### src/rtl/core/svm_pkg.sv
`default_nettype none
// ----------------------------------------------------------------------------
// svm_pkg
// Shared constants, word types and memory request types of the voice mixer.
// ----------------------------------------------------------------------------
package svm_pkg;

    localparam int VOICE_COUNT         = 8;
    localparam int OUTPUT_RATE         = 11025;
    localparam int SAMPLE_MEMORY_DEPTH = 65536;

    localparam int VOICE_IDX_W   = (VOICE_COUNT > 1) ? $clog2(VOICE_COUNT) : 1;
    localparam int VOICE_CNT_W   = $clog2(VOICE_COUNT + 1);
    localparam int SAMPLE_ADDR_W = $clog2(SAMPLE_MEMORY_DEPTH);
    localparam int MASK_W        = 8;
    localparam int FIELD_VOICES  = (VOICE_COUNT < MASK_W) ? VOICE_COUNT : MASK_W;

    // Step: (rate << 16) / OUTPUT_RATE by a reciprocal multiply and one correction.
    localparam longint MAX_STEP   = (64'd65535 << 16) / OUTPUT_RATE;
    localparam int STEP_W         = $clog2(MAX_STEP + 1);
    localparam int DIVIDEND_W     = 32;
    localparam int STEP_SHIFT     = 16;
    localparam longint STEP_RECIP = (64'd1 << 32) / OUTPUT_RATE;
    localparam int STEP_RECIP_W   = $clog2(STEP_RECIP + 1);
    localparam int STEP_PROD_W    = 16 + STEP_RECIP_W;
    localparam int STEP_REM_W     = $clog2(2 * OUTPUT_RATE);
    localparam int ONE_STEP       = 65536;

    // Audio and lump header constants.
    localparam int SAMPLE_BIAS   = 128;
    localparam int FULL_GAIN     = 127;
    localparam int PAN_MAX       = 254;
    localparam int SAMPLE_SKIP   = 24;
    localparam int COUNT_SKIP    = 32;
    localparam int MIN_LUMP      = 40;
    localparam int HEADER_LEN    = 8;
    localparam int MIN_DATA      = 48;
    localparam int WAVE_TAG      = 3;
    localparam int LUMP_MAX      = 65536;
    localparam int ACC_MAX       = 32767;
    localparam int ACC_MIN       = -32768;

    // Divide-by-127 lanes: reciprocal multiply followed by one correction.
    localparam int DIV_MAG_W     = 22;
    localparam int PROD_W        = DIV_MAG_W + 1;
    localparam int DIV_SHIFT     = 22;
    localparam int RECIP_W       = 16;
    localparam int DIV_RECIP     = (1 << DIV_SHIFT) / FULL_GAIN;
    localparam int QUOT_W        = 16;
    localparam int DIV_REM_W     = DIV_MAG_W + 2;
    localparam int GPROD_W       = 14;

    // Action codes.
    localparam logic [2:0] ACT_WRITE  = 3'd0;
    localparam logic [2:0] ACT_START  = 3'd1;
    localparam logic [2:0] ACT_VOLPAN = 3'd2;
    localparam logic [2:0] ACT_STOP   = 3'd3;
    localparam logic [2:0] ACT_MIX    = 3'd4;

    typedef struct packed {
        logic [2:0]  action;
        logic [2:0]  voice;
        logic [15:0] address;
        logic [7:0]  sample_byte;
        logic [15:0] format_tag;
        logic [15:0] sample_rate;
        logic [31:0] data_length;
        logic [16:0] lump_length;
        logic [6:0]  volume;
        logic [7:0]  separation;
    } command_t;

    typedef struct packed {
        logic signed [15:0] left_sample;
        logic signed [15:0] right_sample;
        logic [MASK_W-1:0]  active_voices;
        logic               start_status;
    } result_t;

    typedef struct packed {
        logic [15:0]       base;
        logic [15:0]       sample_count;
        logic [31:0]       position;
        logic [STEP_W-1:0] step;
        logic [6:0]        left_gain;
        logic [6:0]        right_gain;
    } voice_entry_t;

    typedef struct packed {
        logic                     wr_en;
        logic                     rd_en;
        logic [SAMPLE_ADDR_W-1:0] addr;
        logic [7:0]               wdata;
    } sample_req_t;

    typedef struct packed {
        logic                   wr_en;
        logic                   rd_en;
        logic [VOICE_IDX_W-1:0] addr;
        voice_entry_t           wdata;
    } voice_req_t;

endpackage
`default_nettype wire

### src/rtl/core/svm_voice_ram.sv
`default_nettype none
// ----------------------------------------------------------------------------
// svm_voice_ram
// Per-voice state table, single port, registered read.
// ----------------------------------------------------------------------------
module svm_voice_ram
    import svm_pkg::*;
(
    input  logic         clk,
    input  voice_req_t   req,
    output voice_entry_t rd_data
);

    voice_entry_t mem [VOICE_COUNT];
    voice_entry_t rd_data_reg;

    always_ff @(posedge clk)
    begin
        if (req.wr_en)
        begin
            mem[req.addr] <= req.wdata;
        end
        if (req.rd_en)
        begin
            rd_data_reg <= mem[req.addr];
        end
    end

    assign rd_data = rd_data_reg;

endmodule
`default_nettype wire

### config.mk
export PLATFORM = sky130hd
export DESIGN_NAME = svm_voice_ram
export DESIGN_NICKNAME = d
export VERILOG_FILES = /design/src/rtl/core/svm_pkg.sv /design/src/rtl/core/svm_voice_ram.sv
export SDC_FILE = /design/constraint.sdc
export NUM_CORES = 1
export LEC_CHECK = 0
export ABC_AREA = 1
export BUFFER_PORTS_ARGS = -buffer_cell sky130_fd_sc_hd__buf_2
export CAP_MARGIN = 5
export CORE_ASPECT_RATIO = 1.2
export CORE_MARGIN = 8
export CORE_UTILIZATION = 30
export DETAILED_ROUTE_END_ITERATION = 16
export SLEW_MARGIN = 20
export SYNTH_ARGS = -nofsm -noshare
export SYNTH_HDL_FRONTEND = slang
export SYNTH_SLANG_ARGS = --single-unit
### constraint.sdc
create_clock -name clk -period 23.1 [get_ports clk]
set_input_delay 1.155 -clock clk [delete_from_list [all_inputs] [get_ports clk]]
set_output_delay 1.155 -clock clk [all_outputs]
set_load 0.05 [all_outputs]
==> flow_summary.ini <==
[status]
status = complete, no violations

[finish]
fillers = 11600
stdcell_count = 5065
drive_above_1_share = 0.105
largest_register_ffs = 776
fin_area_um2 = 41100
nets = 3546
finish.utilization = 0.349
syn2layout_area_growth_pct = 15.6

[floorplan]
die-height_um = 393
dieArea_um2 = 130000
coreArea_um2 = 118000
start_util = 0.302
num_io_pins = 200
die_x_um = 330
core.rowCount = 138

[min_path]
hp-start = mem[0][30]
hold_path.class = reg2reg

[clock_tree]
cts_hold_buf = 0
htreeDepth = 3
cts-resized-gates = 0
clkSinkCount = 873
cts-root-buf = clkbuf_16
cts_tree = built
cts_buffer_depth = 3
insertion_delay_ns = 0.68
post_cts_buffers = 0
clkTransAtPathRegs_ns = 0.06
cts_made_buffers = 90

[sta]
post-route-period-util = 0.169
tns_ns = 0
setup_viol = 0
slew_headroom = 0.274
period_minus_slack_ns = 3.90
skew_ns = 0.0323
tightest_slew_ns = 1.09
grt_setup_unrepaired = no
hold_viol = 0
slew_viol_final = 0
max_freq_mhz = 256

[global_route]
grt_pass1_vias = 21400
track_usage = 0.130
grt_first_pass_wirelength_mm = 130
grt_max_degree = 121
grt-ovfl-total = 0
antenna_found_initial = 22

[routing]
routed_wirelength_mm = 85.4
drt_iter0_drc = 1522
wl_per_cell_um = 16.9
vias = 21700
viasPerCell = 4.28
ant_nets = 0
drcViolationCount = 0
first_pass_iters = 5

[logic_synthesis]
synth-async-reset-ratio = 0
synth_nets = 3361
netlist_top_cells_area = edfxtp_1 (74%), nand2_1 (16%), inv_1 (5.1%)
synth_top_area_frac = 0.737
synth.distinct_cells = 12
seq_area_frac_synth = 0.737
synth.most_common_cell = nand2_1
yosys.area.top_type = edfxtp_1
netlist_instances = 3258
synth_edf_count = 873
syn_area_um2 = 35600
synth_ff_type = edfxtp_1
syn_area_per_cell_um2 = 10.9
synth_seq_cells = 873
yosysWarnings = 0
synthTopCellsByCount = nand2_1 (1561), edfxtp_1 (873), inv_1 (481), nand3_1 (192), buf_2 (99)

[critical_path]
max_stage_delay_ns = 0.91
setup.worst_path.end_class = register
crit_chain = buf_8 -> inv_8 -> buf_4 -> buf_4 -> nand2_1 -> nand2_1 -> nand2_1 -> nand2_1 -> nand2_1 -> nand2_1
cp.arrival_ns = 4.44
cpLargestDelayFamily = buffers and inverters
critPathMaxFanout = 120
cp_slowest_cell = buf_4
r2r_setup_slack_ns = 22.01
r2r_start = mem[4][66]
endpoint = rd_data[29]
worst-path-buf-inv = 4
cp.required_ns = 23.63
crit_path_start = req[97]
crit_top_cell = nand2_1
r2r_end = rd_data[66]
reg2reg_depth = 6
crit_type = in2reg
critPathLaunchType = primary input
path_depth = 10

[placed_design]
gp_congestion = 0.707
port_buffers = 199
dpl-instance-area_um2 = 38200
place_hpwl_mm = 47.5
dp_cells = 4891

[power]
ir_drop_v = 0.0000561
p_leak_nw = 17.6
power_density_nw_per_um2 = 86.0

[flow_run]
maxCapViolCount = 0
-- logic make-up (layout without fill, tap and decap cells) --
group	after synthesis	in the layout	share of synthesized area
buffers and inverters	623	878	0.0704
other	0	12	0
flip-flops	873	873	0.737
AND/OR/NAND/NOR	1762	1762	0.193
-- cell type report --
| class | count | area, um2 | area share |
|---|---|---|---|
| Inverter | 485 | 1840 | 0.0446 |
| Clock buffer | 117 | 2440 | 0.0593 |
| Sequential cell | 873 | 26200 | 0.637 |
| Antenna cell | 12 | 30.0 | 0.000730 |
| Tap cell | 1540 | 1930 | 0.0469 |
| Timing Repair Buffer | 231 | 1260 | 0.0306 |
| Clock inverter | 45 | 502 | 0.0122 |
| Multi-Input combinational cell | 1762 | 6920 | 0.168 |
-- per-layer routing --
| layer | wire length, um | GRT usage |
|---|---|---|
| met2 | 42100 | 0.223 |
| met1 | 36500 | 0.164 |
| met3 | 4560 | 0.0247 |
| met5 | 67 | 0 |
| met4 | 2140 | 0.0465 |
-- report_power, final --
group / leakage [nW] / total [mW] / internal, mW / switching, mW
Combinational: 8.16 / 0.249 / 0.0561 / 0.193
Sequential: 8.02 / 1.83 / 1.81 / 0.0172
Clock: 1.43 / 1.46 / 0.848 / 0.612
Total: 17.6 / 3.54 / 2.71 / 0.822
-- worst min-delay path by stage --
| stage | end | slack (ns) | depth (start not counted) |
|---|---|---|---|
| 2_1_floorplan | rd_data[0] | 0.65 | 6 |
| 3_3_place_gp | rd_data[11] | 0.66 | 6 |
| 3_5_place_dp | rd_data[51] | 0.68 | 6 |
| 4_1_cts | mem[0][5] | 0.68 | 1 |
| 5_1_grt | mem[3][5] | 0.73 | 1 |
| 6_report | rd_data[30] | 0.68 | 6 |
-- tightest hold or removal path, delay by kind of cell, from the launching register on --
family,cells,cell delay [ns]
DFF,1,0.31
and+or+nand+nor,6,0.27
-- metrics by stage --
step / total power, mW / hold slack, ns / setup WS (ns)
after global routing: 3.67 / 0.731 / 18.94
after detailed placement: 2.12 / 0.676 / 18.48
final: 3.54 / 0.680 / 19.20
after CTS: 3.58 / 0.679 / 19.20
after global placement: 2.11 / 0.662 / 18.51
after floorplan: 2.02 / 0.650 / 14.08
-- cells in the final DEF, fill, tap and decap left out, types with 3 or more instances in the layout --
cell type / netlist / layout
buf_2: 99 / 196
buf_4: 11 / 32
bufinv_16: 0 / 9
clkbuf_1: 24 / 23
clkbuf_16: 0 / 94
clkinv_1: 0 / 13
clkinv_2: 0 / 12
clkinv_4: 0 / 3
clkinvlp_4: 0 / 3
diode_2: 0 / 12
edfxtp_1: 873 / 873
inv_1: 481 / 481
inv_4: 0 / 3
nand2_1: 1561 / 1561
nand3_1: 192 / 192
nor2_4: 1 / 7
Power figures use the tool's default switching activity.
