[config.mk]
export PLATFORM = sky130hd
export DESIGN_NAME = svm_div127
export DESIGN_NICKNAME = d
export VERILOG_FILES = /design/src/rtl/core/svm_pkg.sv /design/src/rtl/core/svm_div127.sv
export SDC_FILE = /design/constraint.sdc
export NUM_CORES = 1
export LEC_CHECK = 0
export ABC_CLOCK_PERIOD_IN_PS = 10400
export BUFFER_PORTS_ARGS = -buffer_cell sky130_fd_sc_hd__buf_2
export CORE_UTILIZATION = 42
export CTS_CLUSTER_DIAMETER = 120
export DETAILED_ROUTE_END_ITERATION = 8
export PLACE_DENSITY = 0.64
export SYNTH_ARGS = -nofsm -noshare
export SYNTH_HDL_FRONTEND = slang
export SYNTH_SLANG_ARGS = --single-unit
[constraint.sdc]
create_clock -name clk -period 10.4 [get_ports clk]
set_clock_uncertainty 0.1 [all_clocks]
set_input_delay 2.08 -clock clk [delete_from_list [all_inputs] [get_ports clk]]
set_output_delay 2.08 -clock clk [all_outputs]
set_load 0.02 [all_outputs]
[src/rtl/core/svm_pkg.sv]
`default_nettype none
// ----------------------------------------------------------------------------
// svm_pkg
// Shared constants, word types and memory request types of the voice mixer.
// ----------------------------------------------------------------------------
package svm_pkg;

    localparam int VOICE_COUNT         = 8;
    localparam int OUTPUT_RATE         = 11025;
    localparam int SAMPLE_MEMORY_DEPTH = 65536;

    localparam int VOICE_IDX_W   = (VOICE_COUNT > 1) ? $clog2(VOICE_COUNT) : 1;
    localparam int VOICE_CNT_W   = $clog2(VOICE_COUNT + 1);
    localparam int SAMPLE_ADDR_W = $clog2(SAMPLE_MEMORY_DEPTH);
    localparam int MASK_W        = 8;
    localparam int FIELD_VOICES  = (VOICE_COUNT < MASK_W) ? VOICE_COUNT : MASK_W;

    // Step: (rate << 16) / OUTPUT_RATE by a reciprocal multiply and one correction.
    localparam longint MAX_STEP   = (64'd65535 << 16) / OUTPUT_RATE;
    localparam int STEP_W         = $clog2(MAX_STEP + 1);
    localparam int DIVIDEND_W     = 32;
    localparam int STEP_SHIFT     = 16;
    localparam longint STEP_RECIP = (64'd1 << 32) / OUTPUT_RATE;
    localparam int STEP_RECIP_W   = $clog2(STEP_RECIP + 1);
    localparam int STEP_PROD_W    = 16 + STEP_RECIP_W;
    localparam int STEP_REM_W     = $clog2(2 * OUTPUT_RATE);
    localparam int ONE_STEP       = 65536;

    // Audio and lump header constants.
    localparam int SAMPLE_BIAS   = 128;
    localparam int FULL_GAIN     = 127;
    localparam int PAN_MAX       = 254;
    localparam int SAMPLE_SKIP   = 24;
    localparam int COUNT_SKIP    = 32;
    localparam int MIN_LUMP      = 40;
    localparam int HEADER_LEN    = 8;
    localparam int MIN_DATA      = 48;
    localparam int WAVE_TAG      = 3;
    localparam int LUMP_MAX      = 65536;
    localparam int ACC_MAX       = 32767;
    localparam int ACC_MIN       = -32768;

    // Divide-by-127 lanes: reciprocal multiply followed by one correction.
    localparam int DIV_MAG_W     = 22;
    localparam int PROD_W        = DIV_MAG_W + 1;
    localparam int DIV_SHIFT     = 22;
    localparam int RECIP_W       = 16;
    localparam int DIV_RECIP     = (1 << DIV_SHIFT) / FULL_GAIN;
    localparam int QUOT_W        = 16;
    localparam int DIV_REM_W     = DIV_MAG_W + 2;
    localparam int GPROD_W       = 14;

    // Action codes.
    localparam logic [2:0] ACT_WRITE  = 3'd0;
    localparam logic [2:0] ACT_START  = 3'd1;
    localparam logic [2:0] ACT_VOLPAN = 3'd2;
    localparam logic [2:0] ACT_STOP   = 3'd3;
    localparam logic [2:0] ACT_MIX    = 3'd4;

    typedef struct packed {
        logic [2:0]  action;
        logic [2:0]  voice;
        logic [15:0] address;
        logic [7:0]  sample_byte;
        logic [15:0] format_tag;
        logic [15:0] sample_rate;
        logic [31:0] data_length;
        logic [16:0] lump_length;
        logic [6:0]  volume;
        logic [7:0]  separation;
    } command_t;

    typedef struct packed {
        logic signed [15:0] left_sample;
        logic signed [15:0] right_sample;
        logic [MASK_W-1:0]  active_voices;
        logic               start_status;
    } result_t;

    typedef struct packed {
        logic [15:0]       base;
        logic [15:0]       sample_count;
        logic [31:0]       position;
        logic [STEP_W-1:0] step;
        logic [6:0]        left_gain;
        logic [6:0]        right_gain;
    } voice_entry_t;

    typedef struct packed {
        logic                     wr_en;
        logic                     rd_en;
        logic [SAMPLE_ADDR_W-1:0] addr;
        logic [7:0]               wdata;
    } sample_req_t;

    typedef struct packed {
        logic                   wr_en;
        logic                   rd_en;
        logic [VOICE_IDX_W-1:0] addr;
        voice_entry_t           wdata;
    } voice_req_t;

endpackage
`default_nettype wire

[src/rtl/core/svm_div127.sv]
`default_nettype none
// ----------------------------------------------------------------------------
// svm_div127
// Two-lane floor division by 127: reciprocal estimate, then one correction.
// ----------------------------------------------------------------------------
module svm_div127
    import svm_pkg::*;
(
    input  logic                      clk,
    input  logic [1:0][DIV_MAG_W-1:0] mag,
    output logic [1:0][QUOT_W-1:0]    quot
);

    logic [1:0][DIV_MAG_W-1:0]         mag_s1_reg;
    logic [1:0][DIV_MAG_W-1:0]         mag_s2_reg;
    logic [1:0][QUOT_W-1:0]            est_reg;
    logic [1:0][DIV_MAG_W+RECIP_W-1:0] prod;
    logic [1:0][DIV_REM_W-1:0]         rem;

    // The estimate is low by at most one; the remainder check fixes that.
    always_comb
    begin
        for (int i = 0; i < 2; i++)
        begin
            prod[i] = (DIV_MAG_W + RECIP_W)'(mag_s1_reg[i])
                    * (DIV_MAG_W + RECIP_W)'(DIV_RECIP);
            rem[i]  = DIV_REM_W'(mag_s2_reg[i])
                    - DIV_REM_W'(est_reg[i]) * DIV_REM_W'(FULL_GAIN);
            quot[i] = est_reg[i] + QUOT_W'(rem[i] >= DIV_REM_W'(FULL_GAIN));
        end
    end

    always_ff @(posedge clk)
    begin
        for (int i = 0; i < 2; i++)
        begin
            mag_s1_reg[i] <= mag[i];
            mag_s2_reg[i] <= mag_s1_reg[i];
            est_reg[i]    <= prod[i][DIV_SHIFT +: QUOT_W];
        end
    end

endmodule
`default_nettype wire

==> impl_metrics.ini <==
[run_status]
status = finished clean

[synth]
synth_area_leaders = ha_1 26%, fa_1 24%, dfxtp_1 17%
ys_async_sr_fraction = 0
synth_edf_count = 0
synth_nets = 2000
synth_ff_type = dfxtp_1
ys_ff_latch = 120
ys_seq_area_frac = 0.1681
netlist_instances = 1489
syn_area_per_cell_um2 = 9.600
synth_top_area_frac = 0.2609
synthesis.area_um2 = 14290
yosysTopAreaCell = ha_1
yosysUniqueCellTypes = 75
synth_warnings = 0

[cts]
ctsResizeCount = 0
htreeDepth = 4
cts_setup_buffers = 0
cts_made_buffers = 17
clk_latency_ns = 0.42
cts_hold_buf = 0
clockBufferDepth = 2
cts.clk_slew.worst_paths_ns = 0.05
root_buffer = clkbuf_16
cts.sinks = 120
cts_tree = yes

[detailed_routing]
routed_wl_mm = 30.56
wl_per_cell_um = 15.01
drt_iter0_drc = 459
drtAntennaViolNets = 0
drc = 0
drt_pre_antenna_iters = 5
via_count = 10030
viasPerCell = 4.928

[global_route]
grt_antenna_before_repair = 0
grt_start_max_net_pins = 17
first_global_vias = 10430
grt_remaining_overflow = 0
grt_usage = 0.1841
grt_pass1_wl_mm = 51.43

[place]
port_buffers = 76
gp_congestion = 0.8943
place_area_um2 = 15190
dp_hpwl_mm = 26.62

[critical_path]
critPathKind = reg2out
cp-start-kind = flop
critPathCaptureType = primary output
path_buf_inv = 6
cp_data_required_time_ns = 8.22
path_max_fanout = 6
max_stage_delay_ns = 0.65
arrival_ns = 7.25
critical-path-top-delay-family = adder cells
crit_path_frequent_cell = inv_1
cp_slowest_cell = or4_1
crit_chain = inv_1 -> fa_1 -> inv_1 -> fa_1 -> inv_1 -> fa_1 -> inv_1 -> fa_1 -> inv_1 -> ha_1 -> o21a_1 -> a21oi_2 -> a211oi_1 -> o21ai_1 -> o21a_1 -> a211oi_1 -> o2111ai_1 -> or4_1 -> ha_1 -> and3_1 -> and3_1 -> xnor2_1 -> buf_2

[worst_hold_path]
hold_class = reg2reg

[floorplanning]
dieArea_um2 = 34770
core.rowCount = 67
die-height_um = 186.5
coreArea_um2 = 33530
ios = 77
dieWidth_um = 186.5
start_util = 0.4263

[cells_and_area]
final_core_utilization = 0.4716
n_antenna_cell = 0
fin_area_um2 = 15820
area_delta_synth_final_pct = 10.64
drive_gt1_frac = 0.07809
nets = 2087

[sta]
tns_ns = 0
min_period_ns = 9.427
hold_viol_final = 0
worstMarginPinSlew_ns = 0.6038
post-route-period-util = 0.9064
drv_slew = 0
slew_headroom = 0.5922
fmaxAchievable_mhz = 106.1
rsz0062_at_grt = false
setup_violations = 0

[job]
max_cap_violations = 0
==> synth_stat cells (3+ instances only) <==
cell type / count
inv_1: 385
ha_1: 298
fa_1: 168
dfxtp_1: 120
xnor2_1: 56
a21oi_1: 49
nor2_1: 46
nand2_1: 40
o21ai_0: 35
nand3_1: 27
a21o_1: 23
nor2b_1: 15
nor3_1: 15
nand4_1: 14
o21a_1: 14
xor2_1: 13
nand2b_1: 12
and3_1: 11
a211oi_1: 9
o211ai_1: 9
o21bai_1: 9
a31oi_1: 6
nor3b_1: 6
o2111ai_1: 6
and2_1: 5
mux2i_1: 5
or3b_2: 5
a21boi_0: 4
a311oi_1: 4
and4_1: 4
clkbuf_1: 4
o21ai_1: 4
or4_1: 4
a211o_1: 3
a21oi_2: 3
a22oi_1: 3
nand3b_1: 3
nor4_1: 3
o211a_1: 3
o22ai_1: 3
o31ai_1: 3
==> worst paths after layout <==
path,startpoint,endpoint,slack (ns),cells past startpoint
hold / removal,mag_s1_reg[6],mag_s2_reg[6],0.26,0
setup reg to reg,mag_s1_reg[30],est_reg[31],6.15,14
hold reg to reg,mag_s1_reg[6],mag_s2_reg[6],0.26,0
setup / recovery,est_reg[4],quot[8],0.97,23
==> layout by cell type, fill, tap and decap left out, types with 5 or more instances in the layout <==
cell type,instances
nor3b_1,6
clkinv_4,5
a21o_1,23
nand2_1,40
nor2b_1,15
dfxtp_1,120
nor2_1,46
mux2i_1,5
nand2b_1,12
xnor2_1,56
clkbuf_16,17
xor2_1,13
o21a_1,14
a211oi_1,9
a31oi_1,6
o211ai_1,9
and2_1,5
o21ai_0,35
nor3_1,15
a21oi_1,49
buf_2,76
inv_1,385
or3b_2,5
nand3_1,27
fa_1,168
and3_1,11
o2111ai_1,6
nand4_1,14
o21bai_1,9
ha_1,298
==> logic make-up after synthesis <==
kind of cell | Yosys count | synth area share
adders and majority gates | 466 | 0.4961
buffers and inverters | 394 | 0.1044
and+or+nand+nor | 220 | 0.08185
AOI/OAI and AO/OA | 215 | 0.1037
DFF | 120 | 0.1681
xor gates and xnor gates | 69 | 0.04228
muxes | 5 | 0.003502
==> per-layer routing <==
layer  vias to the layer above  wire length (um)  track usage
met2                       188             14040       0.3058
met3                        42               863      0.01806
met5                         -                 0            0
met1                      4795             14950       0.2519
li1                       5008                 -            -
met4                         0               706      0.05958
==> metrics by stage <==
step	std cells	setup WS (ns)	hold WS [ns]
after floorplan	1489	2.220	0.2368
after global placement	2005	1.396	0.2489
after detailed placement	2005	1.379	0.2472
after CTS	2036	0.9251	0.2592
after global routing	2036	0.6201	0.2663
final	2036	0.9733	0.2572
==> area by class of cell <==
class	instances	area [um^2]
tap	448	560.5
clock buffer	17	425.4
clock inverter	14	198.9
timing repair buffer	76	380.4
inverter	386	1449
multi-input combinational	975	10400
sequential	120	2402
fill	3222	17720
Power is not shown: default switching activity piles up to over one toggle a cycle in this logic, so the estimate is an artifact.
