### src/rtl/core/svm_pkg.sv
`default_nettype none
// ----------------------------------------------------------------------------
// svm_pkg
// Shared constants, word types and memory request types of the voice mixer.
// ----------------------------------------------------------------------------
package svm_pkg;

    localparam int VOICE_COUNT         = 8;
    localparam int OUTPUT_RATE         = 11025;
    localparam int SAMPLE_MEMORY_DEPTH = 65536;

    localparam int VOICE_IDX_W   = (VOICE_COUNT > 1) ? $clog2(VOICE_COUNT) : 1;
    localparam int VOICE_CNT_W   = $clog2(VOICE_COUNT + 1);
    localparam int SAMPLE_ADDR_W = $clog2(SAMPLE_MEMORY_DEPTH);
    localparam int MASK_W        = 8;
    localparam int FIELD_VOICES  = (VOICE_COUNT < MASK_W) ? VOICE_COUNT : MASK_W;

    // Step: (rate << 16) / OUTPUT_RATE by a reciprocal multiply and one correction.
    localparam longint MAX_STEP   = (64'd65535 << 16) / OUTPUT_RATE;
    localparam int STEP_W         = $clog2(MAX_STEP + 1);
    localparam int DIVIDEND_W     = 32;
    localparam int STEP_SHIFT     = 16;
    localparam longint STEP_RECIP = (64'd1 << 32) / OUTPUT_RATE;
    localparam int STEP_RECIP_W   = $clog2(STEP_RECIP + 1);
    localparam int STEP_PROD_W    = 16 + STEP_RECIP_W;
    localparam int STEP_REM_W     = $clog2(2 * OUTPUT_RATE);
    localparam int ONE_STEP       = 65536;

    // Audio and lump header constants.
    localparam int SAMPLE_BIAS   = 128;
    localparam int FULL_GAIN     = 127;
    localparam int PAN_MAX       = 254;
    localparam int SAMPLE_SKIP   = 24;
    localparam int COUNT_SKIP    = 32;
    localparam int MIN_LUMP      = 40;
    localparam int HEADER_LEN    = 8;
    localparam int MIN_DATA      = 48;
    localparam int WAVE_TAG      = 3;
    localparam int LUMP_MAX      = 65536;
    localparam int ACC_MAX       = 32767;
    localparam int ACC_MIN       = -32768;

    // Divide-by-127 lanes: reciprocal multiply followed by one correction.
    localparam int DIV_MAG_W     = 22;
    localparam int PROD_W        = DIV_MAG_W + 1;
    localparam int DIV_SHIFT     = 22;
    localparam int RECIP_W       = 16;
    localparam int DIV_RECIP     = (1 << DIV_SHIFT) / FULL_GAIN;
    localparam int QUOT_W        = 16;
    localparam int DIV_REM_W     = DIV_MAG_W + 2;
    localparam int GPROD_W       = 14;

    // Action codes.
    localparam logic [2:0] ACT_WRITE  = 3'd0;
    localparam logic [2:0] ACT_START  = 3'd1;
    localparam logic [2:0] ACT_VOLPAN = 3'd2;
    localparam logic [2:0] ACT_STOP   = 3'd3;
    localparam logic [2:0] ACT_MIX    = 3'd4;

    typedef struct packed {
        logic [2:0]  action;
        logic [2:0]  voice;
        logic [15:0] address;
        logic [7:0]  sample_byte;
        logic [15:0] format_tag;
        logic [15:0] sample_rate;
        logic [31:0] data_length;
        logic [16:0] lump_length;
        logic [6:0]  volume;
        logic [7:0]  separation;
    } command_t;

    typedef struct packed {
        logic signed [15:0] left_sample;
        logic signed [15:0] right_sample;
        logic [MASK_W-1:0]  active_voices;
        logic               start_status;
    } result_t;

    typedef struct packed {
        logic [15:0]       base;
        logic [15:0]       sample_count;
        logic [31:0]       position;
        logic [STEP_W-1:0] step;
        logic [6:0]        left_gain;
        logic [6:0]        right_gain;
    } voice_entry_t;

    typedef struct packed {
        logic                     wr_en;
        logic                     rd_en;
        logic [SAMPLE_ADDR_W-1:0] addr;
        logic [7:0]               wdata;
    } sample_req_t;

    typedef struct packed {
        logic                   wr_en;
        logic                   rd_en;
        logic [VOICE_IDX_W-1:0] addr;
        voice_entry_t           wdata;
    } voice_req_t;

endpackage
`default_nettype wire

### src/rtl/core/svm_step_div.sv
`default_nettype none
// ----------------------------------------------------------------------------
// svm_step_div
// Three-stage divider for the 16.16 playback step: reciprocal estimate,
// remainder, then one correction.
// ----------------------------------------------------------------------------
module svm_step_div
    import svm_pkg::*;
(
    input  logic              clk,
    input  logic              rst_n,
    input  logic              start,
    input  logic [15:0]       rate,
    output logic              done,
    output logic [STEP_W-1:0] quotient
);

    logic                   prod_vld_reg;
    logic                   rem_vld_reg;
    logic                   done_reg;
    logic [15:0]            rate_reg;
    logic [STEP_PROD_W-1:0] prod_reg;
    logic [STEP_W-1:0]      est_reg;
    logic [STEP_REM_W-1:0]  rem_reg;
    logic [STEP_W-1:0]      quo_reg;
    logic [STEP_PROD_W-1:0] prod;
    logic [STEP_W-1:0]      est;
    logic [DIVIDEND_W-1:0]  back;
    logic [DIVIDEND_W-1:0]  rem_full;

    // The estimate is low by at most one, so the remainder stays below twice
    // the output rate and a single compare finishes the quotient.
    always_comb
    begin
        prod     = STEP_PROD_W'(rate) * STEP_PROD_W'(STEP_RECIP);
        est      = prod_reg[STEP_SHIFT +: STEP_W];
        back     = DIVIDEND_W'(est) * DIVIDEND_W'(OUTPUT_RATE);
        rem_full = DIVIDEND_W'({rate_reg, 16'h0000}) - back;
    end

    always_ff @(posedge clk or negedge rst_n)
    begin
        if (!rst_n)
        begin
            prod_vld_reg <= 1'b0;
            rem_vld_reg  <= 1'b0;
            done_reg     <= 1'b0;
        end
        else
        begin
            prod_vld_reg <= start;
            rem_vld_reg  <= prod_vld_reg;
            done_reg     <= rem_vld_reg;
        end
    end

    always_ff @(posedge clk)
    begin
        if (start)
        begin
            rate_reg <= rate;
            prod_reg <= prod;
        end
        est_reg <= est;
        rem_reg <= rem_full[STEP_REM_W-1:0];
        quo_reg <= est_reg + STEP_W'(rem_reg >= STEP_REM_W'(OUTPUT_RATE));
    end

    assign done     = done_reg;
    assign quotient = quo_reg;

endmodule
`default_nettype wire

### config.mk
export PLATFORM = sky130hd
export DESIGN_NAME = svm_step_div
export DESIGN_NICKNAME = d
export VERILOG_FILES = /design/src/rtl/core/svm_pkg.sv /design/src/rtl/core/svm_step_div.sv
export SDC_FILE = /design/constraint.sdc
export NUM_CORES = 1
export LEC_CHECK = 0
export ABC_CLOCK_PERIOD_IN_PS = 4200
export BUFFER_PORTS_ARGS = -buffer_cell sky130_fd_sc_hd__buf_2
export CAP_MARGIN = 20
export CORE_UTILIZATION = 50
export CTS_CLUSTER_SIZE = 24
export DETAILED_ROUTE_END_ITERATION = 10
export GPL_TIMING_DRIVEN = 0
export PLACE_DENSITY = 0.75
export SKIP_LAST_GASP = 1
export SYNTH_ARGS = -nofsm -noshare
export SYNTH_HDL_FRONTEND = slang
export SYNTH_SLANG_ARGS = --single-unit
### constraint.sdc
create_clock -name clk -period 4.2 [get_ports clk]
set_input_delay 0.21 -clock clk [delete_from_list [all_inputs] [get_ports clk]]
set_output_delay 0.21 -clock clk [all_outputs]
set_load 0.01 [all_outputs]
==> reports/qor.txt <==
Reg2Reg Depth: 11
CP Data Arrival Time: 5.17 ns
die area: 0.01846 sq mm
FFs w/ async S/R, synth: 4.054%
Synth Area in Compound Gates: 6.255%
Rows: 48
Worst Hold Class: in -> async
initial DRC count: 154
Syn Inst Count: 866
final wirelength: 17,370 um
Vias/cell: 5.003
Setup WS post-layout: -0.9022 ns
GRT Total Usage: 19.68%
Congestion Overflow GR: 0
area leader, netlist: fa_1
setup slack, reg-to-reg: 0.09 ns
final hold vios: 0
worst path cell trace: buf_8 > fa_2 > fa_1 > inv_1 > fa_1 > inv_2 > fa_1 > fa_1 > inv_1 > fa_1 > inv_2 > ha_4 > a211oi_4 > nand3b_1 > a211oi_4 > a211o_1 > a21oi_2 > mux2i_1 > o2111ai_1
drt drc: 0
# fillers: 1,394
Post-Synthesis Cell Area: 0.008961 sq mm
Synth Flop Type: dfxtp_1
CTS Buf Count: 9
Synth Area in Adders: 53.56%
TritonRoute pass-1 iters: 7
critical path type: in -> reg
Area growth syn-to-layout: 18.46%
largest family of logic cells by synthesized area: adder cells
worst reg2reg endpoint: rem_reg[14]
Top-Level Pins: 39
maximum fanout along the worst path: 4
Tcrit/Tclk final: 121.5%
startpoint class of the critical path: input pin
Sink Count: 74
yosys warns: 0
DPL Wire Length: 14,100 um
XOR/XNOR Fraction of Synth Area: 5.376%
critical path depth in cells: 19
die width: 135.9 um
total number of vias: 5,943
worst setup path endpoint: prod_reg[27]
Crit path largest cell delay: 0.55 ns
Setup Skew: 0.004348 ns
Buffers & Inverters on Critical Path: 5
initial antenna violation count: 0
Post-synth EDFFs: 19
final setup fails: 19
die height: 135.9 um
Slew headroom: 65.50%
RSZ-0062 raised after global routing: yes
Post-Synth Simple-Gate Area: 6.032%
CP top delay family: adder cells
CP dominant cell by count: fa_1
Net Count, Synth: 1,193
core area: 0.01742 sq mm
routed len/inst: 14.62 um
CTS tree: yes
n_diodes: 0
Worst Path Required: 4.27 ns
r2r startpoint: prod_reg[18]
FMAX: 196.0 MHz
max-cap violations: 0
layout cells sized above 1: 19.83%
slowest stage cell, crit path: fa_1
Slew @ Worst Pin: 0.5144 ns
FF+latch count, synth: 74
worst setup path startpoint: rate[4]
# port buffers: 38
crit path capture type: flip-flop
CTS root buffer: clkbuf_16
Starting Density: 51.45%
minimum clock period: 5.102 ns
most common cell in the netlist: inv_1
outcome: complete, but fails checks
Finished Core Util: 60.95%
Synth top cells by count: inv_1 (235), ha_1 (182), fa_1 (126)
clk_lat worst skew: 0.33 ns
Synth cell types: 49
Layout Nets: 1,285
largest net degree at the start of global routing: 21
vias in the first global route: 6,144
antenna-violating nets left: 0
Seq/Total Area, Yosys: 18.82%
Pins Over Slew Limit: 0
Worst-path clk slew: 0.06 ns
clk buf depth: 2
ranking of synthesized cells by area: fa_1 (28%), ha_1 (25%), dfxtp_1 (12%)
H-tree depth: 3
top-area cell type share of the netlist area: 28.15%
post-synthesis mux area share: 0.1117%
Final GP Congestion: 0.8818
Syn Area/Cell: 10.35 sq um
first-pass GRT wire length: 27,920 um
violated checks: setup timing
[area by class of cell]
cell class / count / area, sq um / area share (%)
Tap cell: 225 / 281.5 / 2.652
Inverter: 235 / 887.1 / 8.357
Multi-Input combinational cell: 557 / 6873 / 64.75
Sequential cell: 74 / 1687 / 15.89
Timing Repair Buffer: 81 / 586.8 / 5.528
Clock buffer: 9 / 225.2 / 2.122
Clock inverter: 7 / 75.07 / 0.7072
[cells by family after synthesis]
group                    count (synthesis)
AO/OA/AOI/OAI                           81
XOR/XNOR                                55
adder cells (fa/ha/maj)                308
buffers and inverters                  235
flip-flops                              74
multiplexers                             1
AND/OR/NAND/NOR                        112
[worst min path at each step]
| stage | slack [ns] | cells after the start | start | endpoint |
|---|---|---|---|---|
| 2_1_floorplan | -0.09 | 0 | rst_n | done |
| 3_3_place_gp | 0.006 | 1 | rst_n | rem_vld_reg |
| 3_5_place_dp | 0.009 | 1 | rst_n | rem_vld_reg |
| 4_1_cts | 0.19 | 2 | rst_n | prod_vld_reg |
| 5_1_grt | 0.20 | 2 | rst_n | prod_vld_reg |
| 6_report | 0.20 | 2 | rst_n | prod_vld_reg |
[routing by layer]
layer  vias up  track usage (%)  routed length, um
li1       2933                -                  -
met1      2881            23.78               7358
met2        97            36.28               9068
met3        32            1.864                472
met4         0            6.914                469
met5         -                0                  0
[per-stage QoR]
stage / setup TNS (ns) / cells / setup WS (ns) / cell area (sq um) / hold slack (ns)
CTS: -11.41 / 1167 / -0.8296 / 10330 / 0.1929
floorplan: -10.78 / 866 / -0.8318 / 9235 / -0.08559
detailed placement: -22.41 / 1129 / -1.512 / 9707 / 0.009376
finish: -13.71 / 1188 / -0.9022 / 10620 / 0.1962
global placement: -20.38 / 1129 / -1.377 / 9707 / 0.006437
global route: -16.18 / 1188 / -1.029 / 10620 / 0.2049
[cells in the final DEF (no fill, tap or decap), types with 3 or more instances in the layout]
| cell | instances |
|---|---|
| o21ai_0 | 8 |
| o21a_1 | 6 |
| dfxtp_1 | 52 |
| ha_2 | 5 |
| nand2_1 | 25 |
| fa_1 | 110 |
| a21oi_2 | 7 |
| o21ai_2 | 3 |
| nor2b_1 | 4 |
| o211ai_1 | 5 |
| fa_2 | 16 |
| inv_2 | 20 |
| buf_4 | 40 |
| nand3_1 | 15 |
| buf_6 | 9 |
| buf_2 | 29 |
| xor2_1 | 16 |
| a211oi_2 | 3 |
| ha_4 | 23 |
| a21o_1 | 4 |
| a21oi_1 | 16 |
| inv_1 | 213 |
| nand4_1 | 4 |
| nor3_1 | 7 |
| nand2b_1 | 3 |
| dfrtp_1 | 3 |
| xnor2_1 | 38 |
| a211o_1 | 3 |
| edfxtp_1 | 19 |
| ha_1 | 154 |
| and3_1 | 5 |
| nor2_1 | 32 |
| inv_4 | 3 |
| clkbuf_16 | 9 |
[repair_timing]
item / in CTS / in global routing
resized for setup: 40 / 29
hold buffers: 1 / 0
pin swaps: 36 / 22
hold endpoints to repair: 3 / 0
buffers inserted: 21 / 22
endpoints found under the setup margin: 20 / 20
[worst reg2reg max path: stages, from the launching register on]
cell	delay, ns
edfxtp_1	0.48
ha_1	0.32
ha_1	0.32
fa_1	0.51
fa_1	0.52
fa_1	0.56
inv_1	0.05
fa_1	0.57
ha_4	0.25
o2111ai_1	0.14
nand4b_1	0.15
xnor2_1	0.14
Power is left out: the tool's default activity adds up to more than one toggle a clock period on the data nets, which glitch-free logic cannot reach.
